--- src/hdl/whpc_pkg.sv ---
// ----------------------------------------------------------------------------
// whpc_pkg
// Shared types and constants of the weighted Hamming pattern classifier:
// field widths, command and register codes, request and result items, and
// the command and status groups between controller and datapath.
// ----------------------------------------------------------------------------
`default_nettype none

package whpc_pkg;

    // Field widths of the request and result items.
    localparam int CMD_W      = 2;
    localparam int NUM_W      = 6;
    localparam int WFIELD_W   = 16;
    localparam int BITS_W     = 64;
    localparam int DEV_W      = 22;
    localparam int BEST_W     = 7;
    localparam int COUNT_W    = 7;
    localparam int SEED_W     = 16;

    // Configuration port.
    localparam int CFG_IDX_W  = 2;
    localparam int CFG_DATA_W = 16;

    // Request command codes.
    localparam logic [CMD_W-1:0] CMD_LOAD_WEIGHTS = 2'd0;
    localparam logic [CMD_W-1:0] CMD_LOAD_PATTERN = 2'd1;
    localparam logic [CMD_W-1:0] CMD_CLASSIFY     = 2'd2;

    // Configuration register indexes.
    localparam logic [CFG_IDX_W-1:0] CFG_ITEM_COUNT    = 2'd0;
    localparam logic [CFG_IDX_W-1:0] CFG_PATTERN_COUNT = 2'd1;
    localparam logic [CFG_IDX_W-1:0] CFG_TIE_SEED      = 2'd2;

    // Reset values of the configuration registers and the tie-break LFSR.
    localparam logic [COUNT_W-1:0] ITEM_COUNT_RST    = 7'd64;
    localparam logic [COUNT_W-1:0] PATTERN_COUNT_RST = 7'd64;
    localparam logic [SEED_W-1:0]  TIE_SEED_RST      = 16'd44257;
    localparam logic [SEED_W-1:0]  LFSR_TAPS         = 16'hB400;

    // The running minimum starts one above the largest deviation.
    localparam logic [DEV_W:0]     MIN_START         = {1'b1, {DEV_W{1'b0}}};

    typedef struct packed {
        logic [CMD_W-1:0]    command;
        logic [NUM_W-1:0]    item_number;
        logic [WFIELD_W-1:0] guess_weight;
        logic [WFIELD_W-1:0] slip_weight;
        logic [NUM_W-1:0]    pattern_number;
        logic [BITS_W-1:0]   pattern_bits;
        logic [BITS_W-1:0]   response_bits;
        logic [BITS_W-1:0]   observed_mask;
    } req_item_t;

    typedef struct packed {
        logic [NUM_W-1:0]  pattern_index;
        logic [DEV_W-1:0]  deviation;
        logic              is_last;
        logic [BEST_W-1:0] best_index;
        logic [DEV_W-1:0]  best_deviation;
    } rsp_item_t;

    // Controller to datapath.
    typedef struct packed {
        logic load;     // accepted request, write the tables if it is a load
        logic start;    // accepted classify request, latch person and reset minimum
        logic fetch;    // read the pattern row, clear the sum
        logic sum;      // add the weight of the current item
        logic update;   // fold the sum into the minimum, load the result
        logic advance;  // move to the next pattern
    } ctrl_cmd_t;

    // Datapath to controller.
    typedef struct packed {
        logic items_zero;
        logic item_last;
        logic pat_last;
    } dp_status_t;

endpackage

`default_nettype wire

--- src/hdl/whpc_ctrl.sv ---
// ----------------------------------------------------------------------------
// whpc_ctrl
// Sequencer of the classifier: takes requests, walks patterns and items,
// and hands each result to the output channel.
// ----------------------------------------------------------------------------
`default_nettype none

module whpc_ctrl (
    input  wire logic                        clk,
    input  wire logic                        rst_n,
    input  wire logic                        req_valid,
    input  wire logic [whpc_pkg::CMD_W-1:0]  req_command,
    output logic                             req_ready,
    output logic                             rsp_valid,
    input  wire logic                        rsp_ready,
    output whpc_pkg::ctrl_cmd_t              cmd,
    input  wire whpc_pkg::dp_status_t        status
);

    import whpc_pkg::*;

    typedef enum logic [4:0] {
        S_IDLE   = 5'b00001,
        S_FETCH  = 5'b00010,
        S_SUM    = 5'b00100,
        S_UPDATE = 5'b01000,
        S_OUT    = 5'b10000
    } state_t;

    state_t state_reg;
    state_t state_next;

    // State register.
    always_ff @(posedge clk or negedge rst_n)
    begin
        if (!rst_n)
        begin
            state_reg <= S_IDLE;
        end
        else
        begin
            state_reg <= state_next;
        end
    end

    // Next state and datapath commands.
    always_comb
    begin
        state_next  = state_reg;
        cmd         = '0;
        req_ready   = 1'b0;
        rsp_valid   = 1'b0;
        unique case (state_reg)
            S_IDLE:
            begin
                req_ready = 1'b1;
                if (req_valid)
                begin
                    cmd.load = 1'b1;
                    if (req_command == CMD_CLASSIFY)
                    begin
                        cmd.start  = 1'b1;
                        state_next = S_FETCH;
                    end
                end
            end
            S_FETCH:
            begin
                cmd.fetch  = 1'b1;
                state_next = status.items_zero ? S_UPDATE : S_SUM;
            end
            S_SUM:
            begin
                cmd.sum = 1'b1;
                if (status.item_last)
                begin
                    state_next = S_UPDATE;
                end
            end
            S_UPDATE:
            begin
                cmd.update = 1'b1;
                state_next = S_OUT;
            end
            S_OUT:
            begin
                rsp_valid = 1'b1;
                if (rsp_ready)
                begin
                    if (status.pat_last)
                    begin
                        state_next = S_IDLE;
                    end
                    else
                    begin
                        cmd.advance = 1'b1;
                        state_next  = S_FETCH;
                    end
                end
            end
            default:
            begin
                state_next = S_IDLE;
            end
        endcase
    end

endmodule

`default_nettype wire

--- config.mk ---
export PLATFORM = sky130hd
export DESIGN_NAME = whpc_ctrl
export DESIGN_NICKNAME = d
export VERILOG_FILES = /design/src/hdl/whpc_pkg.sv /design/src/hdl/whpc_ctrl.sv
export SDC_FILE = /design/constraint.sdc
export NUM_CORES = 1
export LEC_CHECK = 0
export BUFFER_PORTS_ARGS = -buffer_cell sky130_fd_sc_hd__buf_4
export CAP_MARGIN = 20
export CORE_UTILIZATION = 27
export CTS_CLUSTER_DIAMETER = 80
export DETAILED_ROUTE_END_ITERATION = 12
export PLACE_DENSITY = 0.63
export SETUP_SLACK_MARGIN = 0.4
export SLEW_MARGIN = 0
export SYNTH_ARGS = -nofsm -noshare
export SYNTH_HDL_FRONTEND = slang
export SYNTH_SLANG_ARGS = --single-unit
export TNS_END_PERCENT = 1
--- constraint.sdc ---
create_clock -name clk -period 4.2 [get_ports clk]
set_clock_uncertainty 0.15 [all_clocks]
set_input_delay 0.84 -clock clk [delete_from_list [all_inputs] [get_ports clk]]
set_output_delay 0.84 -clock clk [all_outputs]
set_load 0.05 [all_outputs]
**Yosys cells after proc, flatten, opt, wreduce, memory -nomap -nowiden**

Index checks and enable logic that the tools add are counted.

- Add/sub/neg operators: 0
- Multipliers: 0
- Divide/modulo/power cells: 0
- Order comparisons: 0
- Equality and inequality tests: 10
- Shift-type cells: 0
- Mux-type cells: 18
- Bitwise logic cells: 0
- Reduce and logical (&&, ||, !) cells: 1

Operator list:

| operator | number |
|---|---|
| case mux 5 bit (5 select lines) | 1 |
| 2-to-1 mux 5 bit | 4 |
| 2-to-1 mux 1 bit | 9 |
| != test 2 bit, second input constant | 4 |
| 2-to-1 mux 2 bit | 3 |
| equality test 5 x 1 -> 1 bit, second input constant | 1 |
| equality test 5 x 2 -> 1 bit, second input constant | 1 |
| equality test 5 x 3 -> 1 bit, second input constant | 1 |
| equality test 5 x 4 -> 1 bit, second input constant | 1 |
| equality test 5 bit, second input constant | 1 |
| 2-to-1 mux 4 bit | 1 |
| AND reduction 4 bit | 1 |
| equality test 2 bit, second input constant | 1 |

- Flip-flop bits (word level): 5
- Latch bits: 0
- Bits in writable memories: 0
- ROM bits: 0
- Input port bits: 9
- Output and inout port bits: 8
- Word-level logic and storage cells: 30
- Memories kept: 0

**Depth between registers and ports, before layout**

Gate-level depths: netlist (run 1).

- Word-level depth: 4
- Gate-level depth with buffers: 6
- Gate-level depth less buffers: 5

**Worst setup path after synthesis (run 1)**

No wires, ideal clock.

- Path type: input port to output port
- Start: input req_command[0] (netlist name)
- End: output cmd[4] (netlist name)
- Data arrival time: 1680 ps
- Required time: 3210 ps
- Setup slack: 1530 ps
- Stages: 2
- Path buffers: 0
- Cell sequence: nand3b_1 nor2_1

RTL lines:

| element | RTL line | RTL |
|---|---|---|
| start: declaration | whpc_ctrl.sv:12 | `input wire logic [whpc_pkg::CMD_W-1:0] req_command,` |
| end: declaration | whpc_ctrl.sv:16 | `output whpc_pkg::ctrl_cmd_t cmd,` |

==> metrics.txt, run 1 <==
routed wire length 749 um; GP Congestion 0.790; kind of critical path register to output port; achievable frequency 390 MHz; Seq cells post-synth 5; post-DR vias/cell 4.81; cts hold-fix bufs 0; R2R Path Start state_reg[2]; fin crit period 2.57 ns; nets@finish 68; Post-route DRC 0; dpl cells 68; # clock sinks 5; Worst-Margin Slew 0.259 ns; Layout Cells excl Fill 72; largest net degree at the start of global routing 10; Final Max Slew Viols 0; CTS tree done; clk slew on worst S/H paths 0.04 ns; Clock Latency Late Sink 0.24 ns; Detailed Route Iter0 Violations 12; RSZ-0062 raised after global routing no; Static Leak 0.246 nW; Pre-Repair DR Iteration Count 4; # resized after CTS 0; worst slack at placement 1.73 ns; number of flip-flops in the largest register 5; vias in the first global route 294; setup bufs post-CTS 0; ratio of final minimum period to clock period 61.1%; Final setup viols 0; CP max FO 6; crit path from state_reg[1]; Fin Setup TNS 0 ns; Max H-tree Level 1; GRT Overall Usage 11.9%; worst r2r dst state_reg[0]; first-pass GRT wire length 1.14 mm; post-synthesis instance total 39; Arrival @ worst endpoint 1.58 ns; Cell Chain, Critical Path nor3_1, nand3b_1, nor2_1, and2_1, buf_4; Critical path destination cmd[0]; outcome completed; worst setup margin 1.63 ns; synthesized area per cell 9.05 um^2; clock root buffer clkbuf_4; sequential-to-total area share from yosys stat 35.8%; Multi-input gate area 208 um^2; Initial Util 30.5%; io pins 17; WL/cell 10.4 um; Req. time, crit path 3.21 ns; core area 1160 um^2; Die Y 38.2 um; hpwl dp 601 um; number of diodes 0; crit path max-delay cell type dfrtp_1; input/output buffers 16; total CTS buffers 3; ratio of cells with drive above 1 in the final layout 43.1%; Mapped Area 353 um^2; R2R Setup Slk 2.59 ns; FF/Latch Area 126 um^2; Max Root-Sink Buffers 2; Pwr Density 435 nW/um^2; crit end category output port; Die X 38.2 um; headroom to the max-slew limit 82.8%; yosys warns 0; Final ANT Viol Nets 0; min-delay worst type input port to asynchronous set/reset pin; Die Area 1460 um^2; max-cap violation count 0; Worst Setup Start Kind register; Critical Path Max Stage Delay 0.43 ns; FP Rows 12; via count 346; Worst VDD drop 212 uV; Net Count, Synth 48; Netlist cell types 26; initial antenna violation count 0; GRT Residual Overflow 0; R2R cell count 4; Area growth syn-to-layout 43.3%; filler cell count 113; Hold Violations, Final 0
[cells in the mapped netlist]
library cell / number / area, um^2
nand2_1: 1 / 3.75
o21a_1: 1 / 7.51
o22a_2: 1 / 10.0
a211oi_1: 1 / 7.51
nand3_1: 1 / 5.00
or2b_2: 2 / 17.5
and2_1: 2 / 12.5
and3b_1: 1 / 8.76
dfrtp_1: 4 / 100
or3_1: 1 / 6.26
nand3b_1: 2 / 15.0
o22a_1: 1 / 8.76
nor3_1: 1 / 5.00
o21ai_1: 1 / 5.00
xnor2_1: 1 / 8.76
inv_1: 2 / 7.51
a22o_1: 1 / 8.76
and3_2: 1 / 7.51
nor3b_1: 1 / 7.51
and2b_2: 1 / 8.76
o21bai_1: 1 / 7.51
buf_6: 1 / 11.3
or4b_1: 1 / 10.0
mux2i_1: 1 / 10.0
nor2_1: 7 / 26.3
dfstp_2: 1 / 26.3
[where the power goes]
part	switching [mW]	internal (mW)	leakage (nW)
registers	0.00715	0.0576	0.0660
logic	0.0639	0.0367	0.165
clock network	0.0189	0.0359	0.0150
total	0.0899	0.130	0.246
[per-layer routing]
metal | track usage [%] | wire, um | vias to the layer above
li1 | - | - | 176
met1 | 14.8 | 346 | 156
met3 | 1.74 | 43 | 0
met4 | 10.7 | 0 | 0
met5 | 0 | 0 | -
met2 | 17.4 | 360 | 14
[kinds of logic (layout without fill, tap and decap cells)]
kind of cell,Yosys count,after routing,synth area share (%)
buffers and inverters,3,22,5.32
AND/OR/NAND/NOR,22,22,37.9
XOR/XNOR,1,1,2.48
flip-flops,5,5,35.8
AO/OA/AOI/OAI,7,7,15.6
multiplexers,1,1,2.84
[critical path: cells and delay by family, from the launching register on]
| family | cells | cell delay (ns) |
|---|---|---|
| and+or+nand+nor | 4 | 0.73 |
| DFF | 1 | 0.43 |
| buffers and inverters | 1 | 0.19 |
[cells in the final DEF (no fill, tap or decap), drive strengths merged]
master and instances:
or3 1, mux2i 1, buf 16, nand3 1, a22o 1, a211oi 1, nor3 1, nand2 1
or2b 2, o21ai 1, and3b 1, nand3b 2, o21bai 1, clkbuf 4, inv 2, and3 1
dfstp 1, dfrtp 4, and2 2, xnor2 1, nor3b 1, o21a 1, o22a 2, nor2 7
and2b 1, or4b 1
[worst min-delay path by stage]
stage,end,cells past startpoint
finish,state_reg[1],1
detailed placement,state_reg[1],1
floorplan,state_reg[1],0
CTS,state_reg[1],1
global placement,state_reg[1],1
global route,state_reg[1],1
[cell type report]
type	count	area share, %
well taps	14	3.47
repair buffers	16	23.8
flip-flops and latches	5	25.0
multi-input cells	31	41.1
clock buffers	4	5.20
inverters	2	1.49
[stage by stage]
step	utilization (%)	hold slack, ns	total power, mW	cell area [um^2]
4_1_cts	43.7	0.236	0.221	505
6_report	43.7	0.241	0.220	505
2_1_floorplan	-	0.394	0.137	353
5_1_grt	43.7	0.226	0.235	505
3_3_place_gp	41.5	0.492	0.167	479
3_5_place_dp	41.5	0.491	0.165	479
Power figures use the tool's default switching activity.
==> inputs of run 2 (changes only) <==
- clock period: 4.2 -> 2.4 ns (I/O delays scaled with it)
==> run 2 against run 1 <==
Against the previous run: first-iteration DRC count shrank 58%; sequential share of layout area shrank 2.3 points; critical path depth shrank 1; largest cell class unchanged; largest power group unchanged.
==> metrics.txt, run 2 (synthesis results as in run 1) <==
outcome completed; Worst VDD drop 489 uV (+130%); Area growth syn-to-layout 62.8%; headroom to the max-slew limit 86.0% (+3.3 points); Final ANT Viol Nets 0 (unchanged); crit end category output port; Final setup viols 0 (unchanged); Multi-input gate area 225 um^2 (+8.4%); RSZ-0062 raised after global routing yes; GRT Residual Overflow 0 (unchanged); most frequent cells in the layout 18 x buf_4, 5 x nor2_1, 3 x clkbuf_4, 3 x dfrtp_2; dpl cells 68 (unchanged); hpwl dp 608 um (+1.1%); Die X 38.2 um (unchanged); max-cap violation count 0 (unchanged); min-delay worst type input port to register; first-pass GRT wire length 1.41 mm (+24%); Detailed Route Iter0 Violations 5 (-7); GP Congestion 0.810 (+2.5%); Critical Path Max Stage Delay 0.40 ns (-0.03 ns); Worst Setup Start Kind register; Hold WS 0.302 ns (+0.0609 ns); clock root buffer clkbuf_4; filler cell count 113 (unchanged); R2R Setup Slk 0.70 ns (-1.89 ns); FF/Latch Area 130 um^2 (+3.0%); ratio of cells with drive above 1 in the final layout 57.1% (+14 points); Pwr Total 0.407 mW (+85%); nets@finish 73 (+7.4%); clk slew on worst S/H paths 0.04 ns (about the same); CP max FO 4 (-2); ratio of final minimum period to clock period 85.6%; Max H-tree Level 1 (unchanged); Clock Latency Late Sink 0.23 ns (about the same); post-route cell area 574 um^2 (+14%); Arrival @ worst endpoint 1.43 ns (-0.15 ns); GRT Overall Usage 15.0% (+3.1 points); input/output buffers 16 (unchanged); Layout Cells excl Fill 77 (+6.9%); Cell Chain, Critical Path buf_4, or2b_2, nor2_2, buf_6; dpl cell area 483 um^2 (+0.78%); FP Rows 12 (unchanged); fin crit period 2.06 ns; WL/cell 10.8 um (+3.6%); Fin Setup TNS 0 ns (unchanged); Pwr Density 710 nW/um^2 (+63%); number of flip-flops in the largest register 5 (unchanged); routed wire length 830 um (+11%); Die Y 38.2 um (unchanged); number of diodes 0 (unchanged); crit path max-delay cell type dfrtp_2; # clock sinks 5 (unchanged); Final Max Slew Viols 0 (unchanged); Max Root-Sink Buffers 2 (unchanged); Static Leak 0.270 nW (+10%); Req. time, crit path 1.77 ns (-1.44 ns); post-DR vias/cell 4.87 (+1.3%); commonest non-fill, non-tap cell in the layout buf_4; Post-route DRC 0 (unchanged); via count 375 (+8.4%); initial antenna violation count 0 (unchanged); Initial Util 30.5% (unchanged); kind of critical path register to output port; Worst-Margin Slew 0.208 ns (-0.0505 ns); Pre-Repair DR Iteration Count 2 (-2); vias in the first global route 357 (+21%); Die Area 1460 um^2 (unchanged); core area 1160 um^2 (unchanged); total CTS buffers 3 (unchanged); achievable frequency 487 MHz; Hold Violations, Final 0 (unchanged); largest net degree at the start of global routing 7 (-3); CTS tree done; io pins 17 (unchanged)
==> run 2: worst max-delay path, delay by kind of cell (launching register included) <==
family	cells	cell delay (ns)
buffers and inverters	2	0.32
DFF	1	0.40
and+or+nand+nor	2	0.47
==> run 2: path summary, 6_finish.rpt <==
check	from	to	cells after the start
max	state_reg[1]	cmd[3]	4
min	rsp_ready	state_reg[4]	2
max reg2reg	state_reg[2]	state_reg[0]	5
min reg2reg	state_reg[4]	state_reg[2]	2
max in group asynchronous	rst_n	state_reg[0]	2
min in group asynchronous	rst_n	state_reg[3]	2
==> run 2: power breakdown <==
part	switching, mW	internal, mW
clock	0.0293	0.0625
sequential	0.0165	0.102
combinational	0.120	0.0781
total	0.165	0.242
==> run 2: timing repair <==
item / in CTS / in global routing
setup buffers: 4 / 0
setup endpoints to repair: 4 / 7
endpoints found under the hold margin: 4 / 0
gates resized for setup: 5 / 3
hold buffers: 1 / 0
pin swaps: 4 / 1
==> run 2: per-stage QoR <==
step | utilization [%] | setup slack (ns)
2_1_floorplan | - | 0.372
3_3_place_gp | 41.8 | 0.506
3_5_place_dp | 41.8 | 0.438
4_1_cts | 48.8 | 0.356
5_1_grt | 49.7 | 0.290
6_report | 49.7 | 0.345
==> run 2: cell type report <==
class                      count  share of cell area, %
multi-input combinational     31                   39.2
timing repair buffer          21                   29.2
sequential                     5                   22.7
clock buffer                   4                   4.58
tap                           14                   3.05
inverter                       2                   1.31
==> run 2: layer usage <==
layer | part of all wire, % | GRT usage (%) | wire (um)
met2 | 51 | 22.5 | 422
met1 | 44 | 16.4 | 364
met3 | 5.2 | 4.65 | 43
met5 | 0 | 0 | 0
met4 | 0 | 14.3 | 0
==> inputs of run 3 (changes only) <==
- CTS_BUF_LIST: unset -> sky130_fd_sc_hd__clkbuf_16
==> run 3 against run 2 <==
Against the previous run: setup slack better by 0.025 ns; die area stayed put; combinational power hardly changed; register-to-register slack hardly changed; fmax is 1.2% higher; count of clock-buffer cells in the layout is 1 lower; critical endpoint unchanged.
==> metrics.txt, run 3 (synthesis results as in run 1) <==
number of diodes 0 (unchanged); number of flip-flops in the largest register 5 (unchanged); R2R Setup Slk 0.71 ns (about the same); max-cap violation count 0 (unchanged); Final setup viols 0 (unchanged); Initial Util 30.5% (unchanged); ratio of final minimum period to clock period 84.6% (-1.0 points); Arrival @ worst endpoint 1.40 ns (-0.03 ns); Worst-Margin Slew 0.208 ns (-0.00000167 ns); crit end category output port; GP Congestion 0.810 (unchanged); outcome completed; hold wc startpoint rsp_ready; core area 1160 um^2 (unchanged); Area growth syn-to-layout 79.8%; Static Leak 0.303 nW (+12%); Detailed Route Iter0 Violations 4 (-1); post-route cell area 634 um^2 (+10%); Die Area 1460 um^2 (unchanged); # clock sinks 5 (unchanged); Req. time, crit path 1.77 ns (about the same); worst r2r dst state_reg[0]; Hold Path End state_reg[4]; achievable frequency 493 MHz (+1.2%); Hold Path Depth 2 (unchanged); worst slack at placement 0.438 ns (unchanged); worst setup margin 0.370 ns (+0.0249 ns); R2R Path Start state_reg[2]; Clock Latency Late Sink 0.23 ns (about the same); R2R cell count 5 (unchanged); CP max FO 3 (-1); io pins 17 (unchanged); clk slew on worst S/H paths 0.03 ns (about the same); Hold Violations, Final 0 (unchanged); dpl cell area 483 um^2 (unchanged); most frequent cells in the layout 19 x buf_4, 5 x nor2_1, 3 x inv_1, 3 x clkbuf_16, 3 x dfrtp_2; largest net degree at the start of global routing 7 (unchanged); commonest non-fill, non-tap cell in the layout buf_4; GRT Residual Overflow 0 (unchanged); ratio of cells with drive above 1 in the final layout 57.8% (+0.67 points); Worst VDD drop 740 uV (+51%); Post-route DRC 0 (unchanged); FP Rows 12 (unchanged); vias in the first global route 377 (+5.6%); Final ANT Viol Nets 0 (unchanged); Max Root-Sink Buffers 2 (unchanged); RSZ-0062 raised after global routing yes; Hold WS 0.308 ns (+0.00638 ns); post-DR vias/cell 4.95 (+1.6%); min-delay worst type input port to register; CTS tree done; first-pass GRT wire length 1.54 mm (+8.8%); Die Y 38.2 um (unchanged); Final Max Slew Viols 0 (unchanged); kind of critical path register to output port; via count 386 (+2.9%); input/output buffers 16 (unchanged); total CTS buffers 3 (unchanged); fin crit period 2.03 ns (-0.0249 ns); hpwl dp 608 um (unchanged); clock root buffer clkbuf_16; Fin Setup TNS 0 ns (unchanged); GRT Overall Usage 16.3% (+1.4 points); initial antenna violation count 0 (unchanged); Die X 38.2 um (unchanged); Worst Setup Start Kind register; Pre-Repair DR Iteration Count 4 (+2); routed wire length 903 um (+8.8%); WL/cell 11.6 um (+7.4%); Max H-tree Level 1 (unchanged); headroom to the max-slew limit 86.0% (about the same); Pwr Density 924 nW/um^2 (+30%); nets@finish 74 (+1.4%)
[run 3: cell count changes in the layout (fill, tap and decap cells not counted)]
cell	change
buf_4	+1
clkbuf_16	+3
inv_1	+1
clkbuf_1	-1
clkbuf_4	-3
[run 3: area by class of cell]
class                   count  area (um^2)
clock buffers               3         75.1
clock inverters             1         3.75
fillers                   107          522
inverters                   2         7.51
multi-input cells          31          225
flip-flops and latches      5          130
well taps                  14         17.5
repair buffers             22          175
[run 3: how the worst max path moves through the flow]
| stage | start | end | slack, ns | depth (start not counted) |
|---|---|---|---|---|
| global route | state_reg[1] | cmd[0] | 0.30 | 5 |
| detailed placement | state_reg[1] | cmd[0] | 0.44 | 5 |
| CTS | state_reg[1] | cmd[0] | 0.38 | 5 |
| finish | state_reg[1] | cmd[3] | 0.37 | 4 |
| global placement | state_reg[1] | cmd[0] | 0.51 | 5 |
| floorplan | state_reg[4] | cmd[5] | 0.37 | 4 |
[run 3: per-layer routing]
metal  track usage (%)  vias up  wire, um
li1                  -      187         -
met1              17.5      175       382
met2              25.8       18       426
met3              4.65        6        53
met4              14.3        0        41
met5                 0        -         0
[run 3: metrics by stage]
| step | power [mW] | utilization (%) | instances |
|---|---|---|---|
| after floorplan | 0.243 | - | 39 |
| after global placement | 0.296 | 41.8 | 68 |
| after global routing | 0.616 | 54.9 | 78 |
| after detailed placement | 0.294 | 41.8 | 68 |
| final | 0.586 | 54.9 | 78 |
| after CTS | 0.576 | 54.0 | 78 |
[run 3: report_power, final]
| group | internal [mW] | total, mW | switching, mW |
|---|---|---|---|
| registers | 0.102 | 0.118 | 0.0164 |
| clock network | 0.216 | 0.268 | 0.0525 |
| logic | 0.0799 | 0.200 | 0.120 |
[run 3: worst max-delay path, stage by stage, from the launching register on]
cell and delay (ns):
dfrtp_2 0.40, buf_4 0.13, or2b_2 0.31, nor2_2 0.16
buf_6 0.18
[run 3: repair_timing]
item                       in CTS  in global routing
setup endpoints to repair       4                  7
setup buffers                   5                  0
pin swaps                       4                  1
hold endpoints to repair        4                  0
hold buffers                    1                  0
resized for setup               5                  3
